`config.mk`:
```
export PLATFORM = sky130hd
export DESIGN_NAME = key_matrix_debounce_scan_unit
export DESIGN_NICKNAME = d
export VERILOG_FILES = /design/src/sv/kmds_pkg.sv /design/src/sv/kmds_ram.sv /design/src/sv/key_matrix_debounce_scan_unit.sv
export VERILOG_INCLUDE_DIRS = /design/src /design/src/sv
export SDC_FILE = /design/constraint.sdc
export NUM_CORES = 2
export LEC_CHECK = 0
export BUFFER_PORTS_ARGS = -buffer_cell sky130_fd_sc_hd__buf_2
export CAP_MARGIN = 20
export CORE_AREA = 2 2 300 302
export CTS_CLUSTER_SIZE = 24
export DETAILED_ROUTE_END_ITERATION = 12
export DIE_AREA = 0 0 302 304
export GPL_TIMING_DRIVEN = 0
export PLACE_DENSITY_LB_ADDON = 0.05
export SLEW_MARGIN = 30
export SYNTH_ARGS = -nofsm -noshare
export SYNTH_HDL_FRONTEND = slang
export SYNTH_SLANG_ARGS = --single-unit
```
`constraint.sdc`:
```
create_clock -name clk -period 13.8 [get_ports clk]
set_input_delay 2.76 -clock clk [delete_from_list [all_inputs] [get_ports clk]]
set_output_delay 2.76 -clock clk [all_outputs]
set_load 0.02 [all_outputs]
```
`src/sv/key_matrix_debounce_scan_unit_macros.svh`:
```
// Assertion macros shared by the key matrix debounce scan unit.
`ifndef KEY_MATRIX_DEBOUNCE_SCAN_UNIT_MACROS_SVH
`define KEY_MATRIX_DEBOUNCE_SCAN_UNIT_MACROS_SVH

// Check a property on every rising clk edge outside of reset.
`define KMDS_ASSERT(label, prop, msg) \
  label: assert property (@(posedge clk) disable iff (rst) (prop)) else $error(msg);

// Check that a condition in one cycle implies a consequence in the next.
`define KMDS_ASSERT_NEXT(label, cond, cons, msg) \
  label: assert property (@(posedge clk) disable iff (rst) (cond) |=> (cons)) else $error(msg);

`endif

```
`src/sv/kmds_pkg.sv`:
```
// Package with sizes and constants of the key matrix debounce scan unit.
package kmds_pkg;

  localparam int ROWS      = 4;
  localparam int COLS      = 6;
  localparam int NKEYS     = ROWS * COLS;
  localparam int MASK_BITS = 24;

  localparam int ROW_W   = 2;
  localparam int LEVEL_W = 6;
  localparam int TIME_W  = 32;
  localparam int DEB_W   = 16;

  localparam int ROW_AW    = (ROWS > 1) ? $clog2(ROWS) : 1;
  localparam int RAM_DEPTH = 1 << ROW_AW;
  localparam int STAMP_W   = COLS * TIME_W;

  localparam int IN_DATA_W  = 40;
  localparam int OUT_DATA_W = 32;

  localparam logic [DEB_W-1:0] DEB_RESET = 16'd50;

endpackage

```
`src/sv/kmds_ram.sv`:
```
// Generic single-write, single-read RAM with a registered read port.
module kmds_ram #(
  parameter int WIDTH = 8,
  parameter int DEPTH = 4
) (
  input  logic                     clk,
  input  logic                     we,
  input  logic [$clog2(DEPTH)-1:0] waddr,
  input  logic [WIDTH-1:0]         wdata,
  input  logic                     re,
  input  logic [$clog2(DEPTH)-1:0] raddr,
  output logic [WIDTH-1:0]         rdata
);

  logic [WIDTH-1:0] mem [DEPTH];

  // Write and read; a read at the address being written returns the old word
  always_ff @(posedge clk) begin
    if (we) begin
      mem[waddr] <= wdata;
    end
    if (re) begin
      rdata <= mem[raddr];
    end
  end

endmodule

```
`src/sv/key_matrix_debounce_scan_unit.sv`:
```
// Top level of the key matrix debounce scan unit.
//
// Usage: each transaction on the s_axis side is one scanned row of a keyboard
// half: s_axis_tdata holds row_index, column_levels (low = pressed) and
// now_ms. Each transaction yields one m_axis transaction with row_changed
// and the packed 24-bit debounced mask of the half (bit row*COLS+col).
// cfg_we/cfg_wdata load the 16-bit debounce time in ms (reset value 50).
// Per-key change stamps live in a RAM with one row of COLS 32-bit stamps per
// matrix row; pressed bits live in flip-flops so the whole mask is at hand.
// Flow: a row entering the judge stage reads its stamps, is judged there by
// six parallel compare cells, and the result register shows it on m_axis.
// Throughput: one row per cycle unless stalled; the stamp read-modify-write
// of a row is forwarded from a hold register when the next row is the same.
// Reset: debounce time returns to 50, all keys released, all stamps read as
// zero through per-row valid bits; no clearing pass is needed.
// Stall: while m_axis_tready is low the result register holds, the row in
// the judge stage waits, and s_axis keeps taking a row while that stage is
// free.
module key_matrix_debounce_scan_unit (
  input  logic                               clk,
  input  logic                               rst,
  input  logic                               cfg_we,
  input  logic [kmds_pkg::DEB_W-1:0]         cfg_wdata,
  input  logic                               s_axis_tvalid,
  output logic                               s_axis_tready,
  // [1:0] row_index, [7:2] column_levels, [39:8] now_ms
  input  logic [kmds_pkg::IN_DATA_W-1:0]     s_axis_tdata,
  output logic                               m_axis_tvalid,
  input  logic                               m_axis_tready,
  // [0] row_changed, [24:1] half_key_mask, [31:25] zero
  output logic [kmds_pkg::OUT_DATA_W-1:0]    m_axis_tdata
);

`include "key_matrix_debounce_scan_unit_macros.svh"

  logic [kmds_pkg::DEB_W-1:0]     lockout_ms;
  logic [kmds_pkg::NKEYS-1:0]     key_pressed;
  logic [kmds_pkg::NKEYS-1:0]     key_pressed_next;
  logic [kmds_pkg::RAM_DEPTH-1:0] row_valid;

  logic                           s1_valid;
  logic [kmds_pkg::ROW_W-1:0]     s1_row;
  logic [kmds_pkg::LEVEL_W-1:0]   s1_levels;
  logic [kmds_pkg::TIME_W-1:0]    s1_now;
  logic                           s1_adv;
  logic                           s1_commit;
  logic                           s1_row_ok;
  logic [kmds_pkg::ROW_AW-1:0]    s1_addr;

  logic                           hold_valid;
  logic [kmds_pkg::ROW_AW-1:0]    hold_row;
  logic [kmds_pkg::STAMP_W-1:0]   hold_data;

  logic [kmds_pkg::STAMP_W-1:0]   ram_rdata;
  logic [kmds_pkg::STAMP_W-1:0]   stamps;
  logic [kmds_pkg::STAMP_W-1:0]   stamps_next;
  logic [kmds_pkg::TIME_W-1:0]    limit;
  logic                           changed;

  logic                           out_valid;
  logic                           out_changed;
  logic [kmds_pkg::MASK_BITS-1:0] out_mask;
  logic [kmds_pkg::MASK_BITS-1:0] mask_next;
  logic [kmds_pkg::MASK_BITS-1:0] mask_now;

  logic                           in_fire;
  logic [kmds_pkg::ROW_W-1:0]     in_row;

  // Handshake: judge stage advances when the result register is free
  assign s1_adv        = !out_valid || m_axis_tready;
  assign s1_commit     = s1_valid && s1_adv;
  assign s_axis_tready = !s1_valid || s1_adv;
  assign in_fire       = s_axis_tvalid && s_axis_tready;
  assign in_row        = s_axis_tdata[kmds_pkg::ROW_W-1:0];

  assign s1_row_ok = ({1'b0, s1_row} < (kmds_pkg::ROW_W + 1)'(kmds_pkg::ROWS));
  assign s1_addr   = kmds_pkg::ROW_AW'(s1_row);

  // Stamp store, one entry per matrix row
  kmds_ram #(
    .WIDTH (kmds_pkg::STAMP_W),
    .DEPTH (kmds_pkg::RAM_DEPTH)
  ) u_stamp_ram (
    .clk   (clk),
    .we    (s1_commit && s1_row_ok),
    .waddr (s1_addr),
    .wdata (stamps_next),
    .re    (in_fire),
    .raddr (kmds_pkg::ROW_AW'(in_row)),
    .rdata (ram_rdata)
  );

  // Pick current stamps: forward the last write, else RAM or reset value
  always_comb begin
    if (hold_valid && (hold_row == s1_addr)) begin
      stamps = hold_data;
    end else if (row_valid[s1_addr]) begin
      stamps = ram_rdata;
    end else begin
      stamps = '0;
    end
  end

  assign limit = s1_now - {{(kmds_pkg::TIME_W - kmds_pkg::DEB_W){1'b0}}, lockout_ms};

  // Compare cells: one per column of the row
  always_comb begin
    int  k;
    logic lvl;
    key_pressed_next = key_pressed;
    stamps_next      = stamps;
    changed          = 1'b0;
    for (int c = 0; c < kmds_pkg::COLS; c++) begin
      k = int'(s1_row) * kmds_pkg::COLS + c;
      if (c < kmds_pkg::LEVEL_W) begin
        lvl = ~s1_levels[c % kmds_pkg::LEVEL_W];
      end else begin
        lvl = 1'b1;
      end
      if (s1_row_ok && (k < kmds_pkg::NKEYS)) begin
        if (!(stamps[c*kmds_pkg::TIME_W +: kmds_pkg::TIME_W] > limit)) begin
          if (lvl != key_pressed[k]) begin
            key_pressed_next[k] = lvl;
            stamps_next[c*kmds_pkg::TIME_W +: kmds_pkg::TIME_W] = s1_now;
            changed = 1'b1;
          end
        end
      end
    end
  end

  // Pack the visible part of the key state
  always_comb begin
    for (int i = 0; i < kmds_pkg::MASK_BITS; i++) begin
      if (i < kmds_pkg::NKEYS) begin
        mask_next[i] = key_pressed_next[i % kmds_pkg::NKEYS];
        mask_now[i]  = key_pressed[i % kmds_pkg::NKEYS];
      end else begin
        mask_next[i] = 1'b0;
        mask_now[i]  = 1'b0;
      end
    end
  end

  // Control state: config, key bits, valid bits, stage and output flags
  always_ff @(posedge clk) begin
    if (rst) begin
      lockout_ms  <= kmds_pkg::DEB_RESET;
      key_pressed <= '0;
      row_valid   <= '0;
      hold_valid  <= 1'b0;
      s1_valid    <= 1'b0;
      out_valid   <= 1'b0;
    end else begin
      if (cfg_we) begin
        lockout_ms <= cfg_wdata;
      end
      if (s1_commit) begin
        key_pressed <= key_pressed_next;
        if (s1_row_ok) begin
          row_valid[s1_addr] <= 1'b1;
          hold_valid         <= 1'b1;
        end
      end
      if (s_axis_tready) begin
        s1_valid <= s_axis_tvalid;
      end
      if (s1_adv) begin
        out_valid <= s1_valid;
      end
    end
  end

  // Payload: stage fields, forwarding copy and result register
  always_ff @(posedge clk) begin
    if (in_fire) begin
      s1_row    <= in_row;
      s1_levels <= s_axis_tdata[kmds_pkg::ROW_W +: kmds_pkg::LEVEL_W];
      s1_now    <= s_axis_tdata[kmds_pkg::ROW_W + kmds_pkg::LEVEL_W +: kmds_pkg::TIME_W];
    end
    if (s1_commit && s1_row_ok) begin
      hold_row  <= s1_addr;
      hold_data <= stamps_next;
    end
    if (s1_commit) begin
      out_changed <= changed;
      out_mask    <= mask_next;
    end
  end

  assign m_axis_tvalid = out_valid;
  assign m_axis_tdata  = {{(kmds_pkg::OUT_DATA_W - kmds_pkg::MASK_BITS - 1){1'b0}},
                          out_mask, out_changed};

  // Assertions
  `KMDS_ASSERT(a_out_mask_live, !out_valid || (out_mask == mask_now),
               "held result mask differs from key state")
  `KMDS_ASSERT_NEXT(a_key_hold_on_stall, out_valid && !m_axis_tready,
                    $stable(key_pressed), "key state changed while result stalled")
  `KMDS_ASSERT(a_hold_row_valid, !hold_valid || row_valid[hold_row],
               "forwarded row not marked valid")
  `KMDS_ASSERT_NEXT(a_change_needs_row, s1_commit && changed,
                    key_pressed != $past(key_pressed), "change flag without key update")

endmodule

```
# Word-level counts from Yosys, hierarchy flattened
# Memory sizes are Yosys's and may differ from the RTL's. A register that Yosys moved wholly into a read port is not among the register bits.
# Cells that the tools add are included.
[word_totals] rom_bits=0 mem_bits_rw=768 ff_bits=306 n_memories=1 latch_bits=0 input_bits=61 wordCells=173
[classes] addsub=6 n_shift=0 n_lt_le_gt_ge=26 muxes=98 n_eq_ne=7 n_mul=1 n_div=0 n_reduce_logical=14 n_bitwise=7
[mem_list] name="u_stamp_ram.mem" words=4 word_bits=192 rd=1 rd_clocked_by_memory_dff=1 wr=1 line_no="kmds_ram.sv:15" text="logic [WIDTH-1:0] mem [DEPTH];"
[op_table] op="two-way mux 32 bit" n=18
[op_table] op="two-way mux 24 bit" n=18
[op_table] op="two-way mux 192 bit" n=2
[op_table] op="greater-than comparator 32 bit" n=6
[op_table] op="greater-or-equal comparator 32 x 1 -> 1 bit, second input constant" n=5
[op_table] op="< comparator 32 x 6 -> 1 bit, second input constant" n=5
[op_table] op="< comparator 32 x 7 -> 1 bit, second input constant" n=5
[op_table] op="bitwise mux 24 bit" n=6
[op_table] op="adder 32 x 3 -> 32 bit, second input constant" n=2
[op_table] op="two-way mux 1 bit" n=40
[op_table] op="adder 32 x 2 -> 32 bit, second input constant" n=1
[op_table] op="adder 32 x 4 -> 32 bit, second input constant" n=1
[op_table] op="subtractor 32 x 16 -> 32 bit" n=1
[op_table] op="binary-select mux 1 bit (select 5 bit)" n=5
[op_table] op="demux 1 bit (select 5 bit)" n=5
[op_table] op="logical AND 1 bit" n=10
[op_table] op="adder 5 x 3 -> 6 bit, second input constant" n=1
[op_table] op="greater-or-equal comparator 6 x 1 -> 1 bit, second input constant" n=1
[op_table] op="< comparator 6 x 5 -> 1 bit, second input constant" n=1
[op_table] op="< comparator 6 bit, second input constant" n=1
[op_table] op="!= test 1 bit" n=6
[op_table] op="inverter 1 bit" n=6
[op_table] op="binary-select mux 1 bit (select 4 bit)" n=1
[op_table] op="demux 1 bit (select 4 bit)" n=1
[op_table] op="9 further kinds" n=11

# Longest topological paths before layout
[logic_depth] ltp_word=29 depth_mapped=27 mapped_depth_nobuf=26

# Cells and area by module
# A second synthesis with hierarchy kept.
[unflattened] hier_cells=3217 area_unflattened_um2=55423.2
[by_module_without_submodules] mod="kmds_ram" seq_area_each_um2=28827.6 area_each_um2=33703.6 n_inst=1 cells_each=1199
[by_module_without_submodules] mod="key_matrix_debounce_scan_unit" seq_area_each_um2=8718.4 area_each_um2=21719.6 n_inst=1 cells_each=2018

# Worst setup path before layout
# No wires, ideal clock.
[synth_path] kind="input to register" startpoint="input m_axis_tready" endpoint="memory u_stamp_ram.mem[0][0] (netlist bit), enable pin" path_stages=4 arrival_time_ns=11.202 slack_ns=1.848 path_buffers=1 path_cell_list="nor2b_1 > nand2b_1 > clkbuf_1 > nor2_1"
[synth_between] elab_chain_len=4
[synth_rtl] element="from (decl)" line_no="key_matrix_debounce_scan_unit.sv:29" text="input logic m_axis_tready,"
[synth_rtl] element="logical OR 1 bit" line_no="key_matrix_debounce_scan_unit.sv:70" text="assign s1_adv = !out_valid || m_axis_tready;"
[synth_rtl] element="logical AND 1 bit" line_no="key_matrix_debounce_scan_unit.sv:71" text="assign s1_commit = s1_valid && s1_adv;"
[synth_rtl] element="two-way mux 1 bit" line_no="kmds_ram.sv:19" text="if (we) begin"
[synth_rtl] element="two-way mux 1 bit (implied by the code)" line_no="kmds_ram.sv:20" text="mem[waddr] <= wdata;"
[synth_rtl] element="to (decl)" line_no="kmds_ram.sv:15"
# No other way between the ends.

# Final worst setup path
[layout_path] startpoint="register s1_row (netlist bit s1_addr[0])" endpoint="memory u_stamp_ram.mem[1][50] (netlist bit), data pin"
[layout_between] elab_chain_len=9
[layout_rtl] element="from (decl)" line_no="key_matrix_debounce_scan_unit.sv:42" text="logic [kmds_pkg::ROW_W-1:0] s1_row;"
[layout_rtl] element="from (signal assigned)" line_no="key_matrix_debounce_scan_unit.sv:177" text="s1_row <= in_row;"
[layout_rtl] element="multiplier 2 x 2 -> 4 bit" line_no="key_matrix_debounce_scan_unit.sv:114" text="k = int'(s1_row) * kmds_pkg::COLS + c;"
[layout_rtl] element="adder 32 x 2 -> 32 bit" line_no="key_matrix_debounce_scan_unit.sv:114"
[layout_rtl] element="binary-select mux 1 bit (select 5 bit)" line_no="key_matrix_debounce_scan_unit.sv:122" text="if (lvl != key_pressed[k]) begin"
[layout_rtl] element="two-way mux 1 bit (implied by the code) (2 in a row)" line_no="key_matrix_debounce_scan_unit.sv:122"
[layout_rtl] element="!= test 1 bit" line_no="key_matrix_debounce_scan_unit.sv:122"
[layout_rtl] element="two-way mux 32 bit" line_no="key_matrix_debounce_scan_unit.sv:122"
[layout_rtl] element="two-way mux 32 bit" line_no="key_matrix_debounce_scan_unit.sv:121" text="if (!(stamps[c*kmds_pkg::TIME_W +: kmds_pkg::TIME_W] > limit)) begin"
[layout_rtl] element="two-way mux 32 bit (*)" line_no="key_matrix_debounce_scan_unit.sv:120" text="if (s1_row_ok && (k < kmds_pkg::NKEYS)) begin"
[layout_rtl] element="via stamps_next (one bit)" line_no="key_matrix_debounce_scan_unit.sv:56" text="logic [kmds_pkg::STAMP_W-1:0] stamps_next;"
# Mark *: on every way through the listed nets, which the timed path passes. The rest lies on a longest branch. The select of a mux whose other input is x is not followed.

==> impl_results.html <==
<table>
<tr><th>Metric</th><th>Value</th></tr>
<tr><th colspan="2">Synthesis</th></tr>
<tr><td>Cells taking the most area after synthesis</td><td>sky130_fd_sc_hd__edfxtp_1 (66%), sky130_fd_sc_hd__mux4_2 (8.5%), sky130_fd_sc_hd__ha_1 (4.7%)</td></tr>
<tr><td>FFs w/ async S/R, synth</td><td>0%</td></tr>
<tr><td>Sequential cell area fraction in the yosys report</td><td>67.97%</td></tr>
<tr><td>Flip-flop cell with the highest count after synthesis</td><td>sky130_fd_sc_hd__edfxtp_1</td></tr>
<tr><td>Xor/xnor share of the synthesized area</td><td>0.8562%</td></tr>
<tr><td>Adder-cell area share of the yosys netlist</td><td>4.761%</td></tr>
<tr><td>Netlist Area Pre-Place</td><td>0.05524 mm2</td></tr>
<tr><td>Number of synthesized flops with an enable pin</td><td>1219</td></tr>
<tr><td>Synth unique cells</td><td>102</td></tr>
<tr><td>Combinational family with the most area after synthesis</td><td>multiplexers</td></tr>
<tr><td>Number of instances in the synthesized netlist</td><td>3237</td></tr>
<tr><td>Mean Syn Cell Area</td><td>17.06 um2</td></tr>
<tr><td>Fraction of the mapped netlist area in compound gates</td><td>7.959%</td></tr>
<tr><td>Number of synthesized register bits</td><td>1266</td></tr>
<tr><td>Post-synthesis cell type with the largest combined area</td><td>sky130_fd_sc_hd__edfxtp_1</td></tr>
<tr><td>Post-synth top area share</td><td>66.27%</td></tr>
<tr><td>Syn. warnings</td><td>0</td></tr>
<tr><td>Fraction of the mapped netlist area in simple logic gates</td><td>4.571%</td></tr>
<tr><td>Share of synthesized area spent on multiplexers</td><td>12.14%</td></tr>
<tr><th colspan="2">Placed design</th></tr>
<tr><td>Final GP Congestion</td><td>0.9480</td></tr>
<tr><td>Number of port buffers</td><td>86</td></tr>
<tr><td>DP Wirelength</td><td>111300 um</td></tr>
<tr><th colspan="2">Setup path</th></tr>
<tr><td>Nature of the critical path startpoint</td><td>register</td></tr>
<tr><td>Reg-to-reg slack, setup</td><td>4.99 ns</td></tr>
<tr><td>Data arrival time at the worst-slack endpoint</td><td>9.25 ns</td></tr>
<tr><td>Kind of capture point of the worst setup path</td><td>register</td></tr>
<tr><td>Critical Setup Path Class</td><td>register to register</td></tr>
<tr><td>Crit path max fanout</td><td>10</td></tr>
<tr><td>Critical path data required time</td><td>14.24 ns</td></tr>
<tr><th colspan="2">Global route</th></tr>
<tr><td>Number of antenna violations at the first check in global routing</td><td>7</td></tr>
<tr><td>Largest net degree at the start of global routing</td><td>43</td></tr>
<tr><td>First-pass GRT wire length</td><td>228700 um</td></tr>
<tr><td>Total congestion overflow after global routing</td><td>0</td></tr>
<tr><td>Total GRT Usage</td><td>34.89%</td></tr>
<tr><td>Vias in the first global route</td><td>33.27k</td></tr>
<tr><th colspan="2">STA</th></tr>
<tr><td>Headroom to the max-slew limit</td><td>27.26%</td></tr>
<tr><td>Max Fclk</td><td>0.1135 GHz</td></tr>
<tr><td>RSZ-0062 raised after global routing</td><td>false</td></tr>
<tr><td>Number of endpoints with negative hold slack in the final report</td><td>0</td></tr>
<tr><td>Hold_ws</td><td>0.4923 ns</td></tr>
<tr><td>Max Clock Skew</td><td>0.03158 ns</td></tr>
<tr><td>Final critical-path share of the clock period</td><td>63.82%</td></tr>
<tr><td>Fin crit period</td><td>8.807 ns</td></tr>
<tr><td>Worst slew pin tran</td><td>1.091 ns</td></tr>
<tr><td>Setup Viol. Count Final</td><td>0</td></tr>
<tr><td>Count of pins over their slew limit</td><td>0</td></tr>
<tr><th colspan="2">Power and ir drop</th></tr>
<tr><td>Reported leakage power</td><td>22.62 nW</td></tr>
<tr><td>IR Drop Worst-Case VDD</td><td>129.8 uV</td></tr>
<tr><td>Power density over cell area</td><td>142.0 mW/mm2</td></tr>
<tr><td>Final Power</td><td>8.991 mW</td></tr>
<tr><th colspan="2">Detailed routing</th></tr>
<tr><td>Per-cell via count in the routed design</td><td>6.899</td></tr>
<tr><td>Wire length per cell after detailed routing</td><td>33.07 um</td></tr>
<tr><td>Detailed Route WL</td><td>158800 um</td></tr>
<tr><td>Residual antenna-violating net count after detailed routing</td><td>0</td></tr>
<tr><td>Vias</td><td>33.14k</td></tr>
<tr><td>Violation count after the first detailed-routing iteration</td><td>4066</td></tr>
<tr><td>Pre-Repair DR Iteration Count</td><td>6</td></tr>
<tr><td># DRC</td><td>0</td></tr>
<tr><th colspan="2">Layout</th></tr>
<tr><td>Share of layout cells above drive strength 1</td><td>23.11%</td></tr>
<tr><td>Fin util</td><td>71.10%</td></tr>
<tr><td>Final net count</td><td>3792</td></tr>
<tr><td>Most common cell after layout, fill and taps aside</td><td>sky130_fd_sc_hd__edfxtp_1</td></tr>
<tr><td>Area Overhead vs Synth</td><td>14.61%</td></tr>
<tr><td>Commonest cells after routing, fill and taps aside</td><td>sky130_fd_sc_hd__edfxtp_1 (1219), sky130_fd_sc_hd__mux4_2 (208), sky130_fd_sc_hd__ha_1 (206)</td></tr>
<tr><th colspan="2">Floorplan</th></tr>
<tr><td>Initial Util</td><td>62.03%</td></tr>
<tr><td>Vertical die dimension</td><td>304 um</td></tr>
<tr><td>Area of the die</td><td>0.09181 mm2</td></tr>
<tr><td>Cell row count</td><td>110</td></tr>
<tr><td>Area of the core region</td><td>0.08905 mm2</td></tr>
<tr><td>Overall die width</td><td>302 um</td></tr>
<tr><td># IOs</td><td>95</td></tr>
<tr><th colspan="2">Status</th></tr>
<tr><td>Run status</td><td>finished, final reports clean</td></tr>
<tr><th colspan="2">Clock network</th></tr>
<tr><td>Largest buffer count on any clock path</td><td>3</td></tr>
<tr><td>Clock-pin slew reported for the worst setup and hold paths after clock tree synthesis</td><td>0.06 ns</td></tr>
<tr><td>Clock latency at the later pin of the worst-skew pair</td><td>0.74 ns</td></tr>
<tr><td>Post-CTS setup-driven buffer insertion count</td><td>0</td></tr>
<tr><td>Clock buffer count from CTS</td><td>121</td></tr>
<tr><td># H-tree levels</td><td>3</td></tr>
<tr><td>Root buf cell</td><td>sky130_fd_sc_hd__clkbuf_16</td></tr>
<tr><td>Cts repair resizes</td><td>0</td></tr>
<tr><td>Count of hold buffers inserted by post-cts repair</td><td>0</td></tr>
<tr><td>CTS tree</td><td>done</td></tr>
<tr><td>Sink count of the clock tree</td><td>1266</td></tr>
<tr><th colspan="2">Worst hold path</th></tr>
<tr><td>HP Class</td><td>register to register</td></tr>
<tr><th colspan="2">Flow run</th></tr>
<tr><td>Max-capacitance violation count</td><td>0</td></tr>
</table>
-- layout make-up --
cell class / count / area, um2
diodes: 1 / 2.502
plain buffers: 175 / 789.5
clock buffers: 147 / 3178
clock inverters: 78 / 845.8
fillers: 5417 / 25740
inverters: 57 / 214.0
multi-input cells: 1745 / 16990
flip-flops and latches: 1266 / 37550
well taps: 1176 / 1471
repair buffers: 158 / 2271
-- cell usage after synthesis (47+ instances only) --
master,number
sky130_fd_sc_hd__a21o_1,52
sky130_fd_sc_hd__a21oi_1,83
sky130_fd_sc_hd__a22o_1,181
sky130_fd_sc_hd__clkbuf_1,105
sky130_fd_sc_hd__dfxtp_1,47
sky130_fd_sc_hd__edfxtp_1,1219
sky130_fd_sc_hd__ha_1,206
sky130_fd_sc_hd__inv_1,55
sky130_fd_sc_hd__mux2_2,147
sky130_fd_sc_hd__mux4_2,208
sky130_fd_sc_hd__nand2_1,100
sky130_fd_sc_hd__nor2_1,198
sky130_fd_sc_hd__o21ai_0,56
-- worst paths after layout --
check                                                from                          endpoint  depth (start not counted)
worst max-delay path                 s1_addr[0]$_DFFE_PP_  u_stamp_ram.mem[1][50]$_DFFE_PP_                         20
worst min register to register  row_valid[1]$_SDFFE_PP0P_         row_valid[1]$_SDFFE_PP0P_                          2
worst max register to register       s1_addr[0]$_DFFE_PP_  u_stamp_ram.mem[1][50]$_DFFE_PP_                         20
worst min-delay path            row_valid[1]$_SDFFE_PP0P_         row_valid[1]$_SDFFE_PP0P_                          2
-- state kept, by name, indices dropped and copies added, names as in the netlist --
name,flops
key_pressed,24
hold_row,2
s1_addr,2
row_valid,4
lockout_ms,16
s1_now,32
out_changed,1
u_stamp_ram.mem,768
m_axis_tvalid,1
out_mask,24
hold_valid,1
u_stamp_ram.rdata,192
hold_data,192
s1_valid,1
s1_levels,6
-- where the power goes --
group          switching [mW]  total, mW  leakage (nW)  internal [mW]
combinational           0.703       1.08          8.78          0.372
clock                    1.44       3.38          1.95           1.94
sequential             0.0685       4.54          11.9           4.47
-- critical path: stages (launching register included) --
cell,delay (ns)
sky130_fd_sc_hd__edfxtp_1,0.58
sky130_fd_sc_hd__buf_6,0.24
sky130_fd_sc_hd__xor2_1,0.19
sky130_fd_sc_hd__nor3_1,0.75
sky130_fd_sc_hd__buf_2,0.45
sky130_fd_sc_hd__clkbuf_2,0.58
sky130_fd_sc_hd__clkbuf_2,0.59
sky130_fd_sc_hd__clkbuf_1,0.59
sky130_fd_sc_hd__a22o_1,0.28
sky130_fd_sc_hd__ha_1,0.24
sky130_fd_sc_hd__and4_1,0.23
sky130_fd_sc_hd__a21o_1,0.18
sky130_fd_sc_hd__o2bb2ai_1,0.15
sky130_fd_sc_hd__o31ai_2,0.70
sky130_fd_sc_hd__o2111ai_1,0.30
sky130_fd_sc_hd__a2111oi_4,0.77
sky130_fd_sc_hd__o21a_1,0.28
sky130_fd_sc_hd__buf_4,0.34
sky130_fd_sc_hd__buf_2,0.51
sky130_fd_sc_hd__nor2_1,0.09
sky130_fd_sc_hd__a21oi_1,0.43
-- layer usage --
layer / up-vias / share of wire (%) / track usage, % / wire, um
li1: 13740 / - / - / -
met1: 17000 / 38 / 48.08 / 60240
met2: 1989 / 48 / 55.34 / 76080
met3: 402 / 9.3 / 5.847 / 14770
met4: 2 / 4.9 / 15.66 / 7713
met5: - / 0.0076 / 0 / 12
-- per-stage QoR --
stage / area [um2] / instances / setup TNS, ns / setup slack (ns)
6_report: 63310 / 4803 / 0 / 4.993
5_1_grt: 63310 / 4802 / 0 / 4.977
3_5_place_dp: 59260 / 4577 / 0 / 4.945
4_1_cts: 63280 / 4802 / 0 / 4.917
2_1_floorplan: 55260 / 3243 / 0 / 1.848
3_3_place_gp: 57160 / 4505 / -5426.08 / -6.631
-- kinds of logic (layout without fill, tap and decap cells) --
logic type,after synthesis,after routing
flops,1266,1266
compound gates,573,573
simple gates,520,520
mux,391,391
buf+inv,232,615
fa+ha+maj,210,210
xor+xnor,44,44
other cells,1,8
Note: power is estimated with default switching activity, not from simulation.
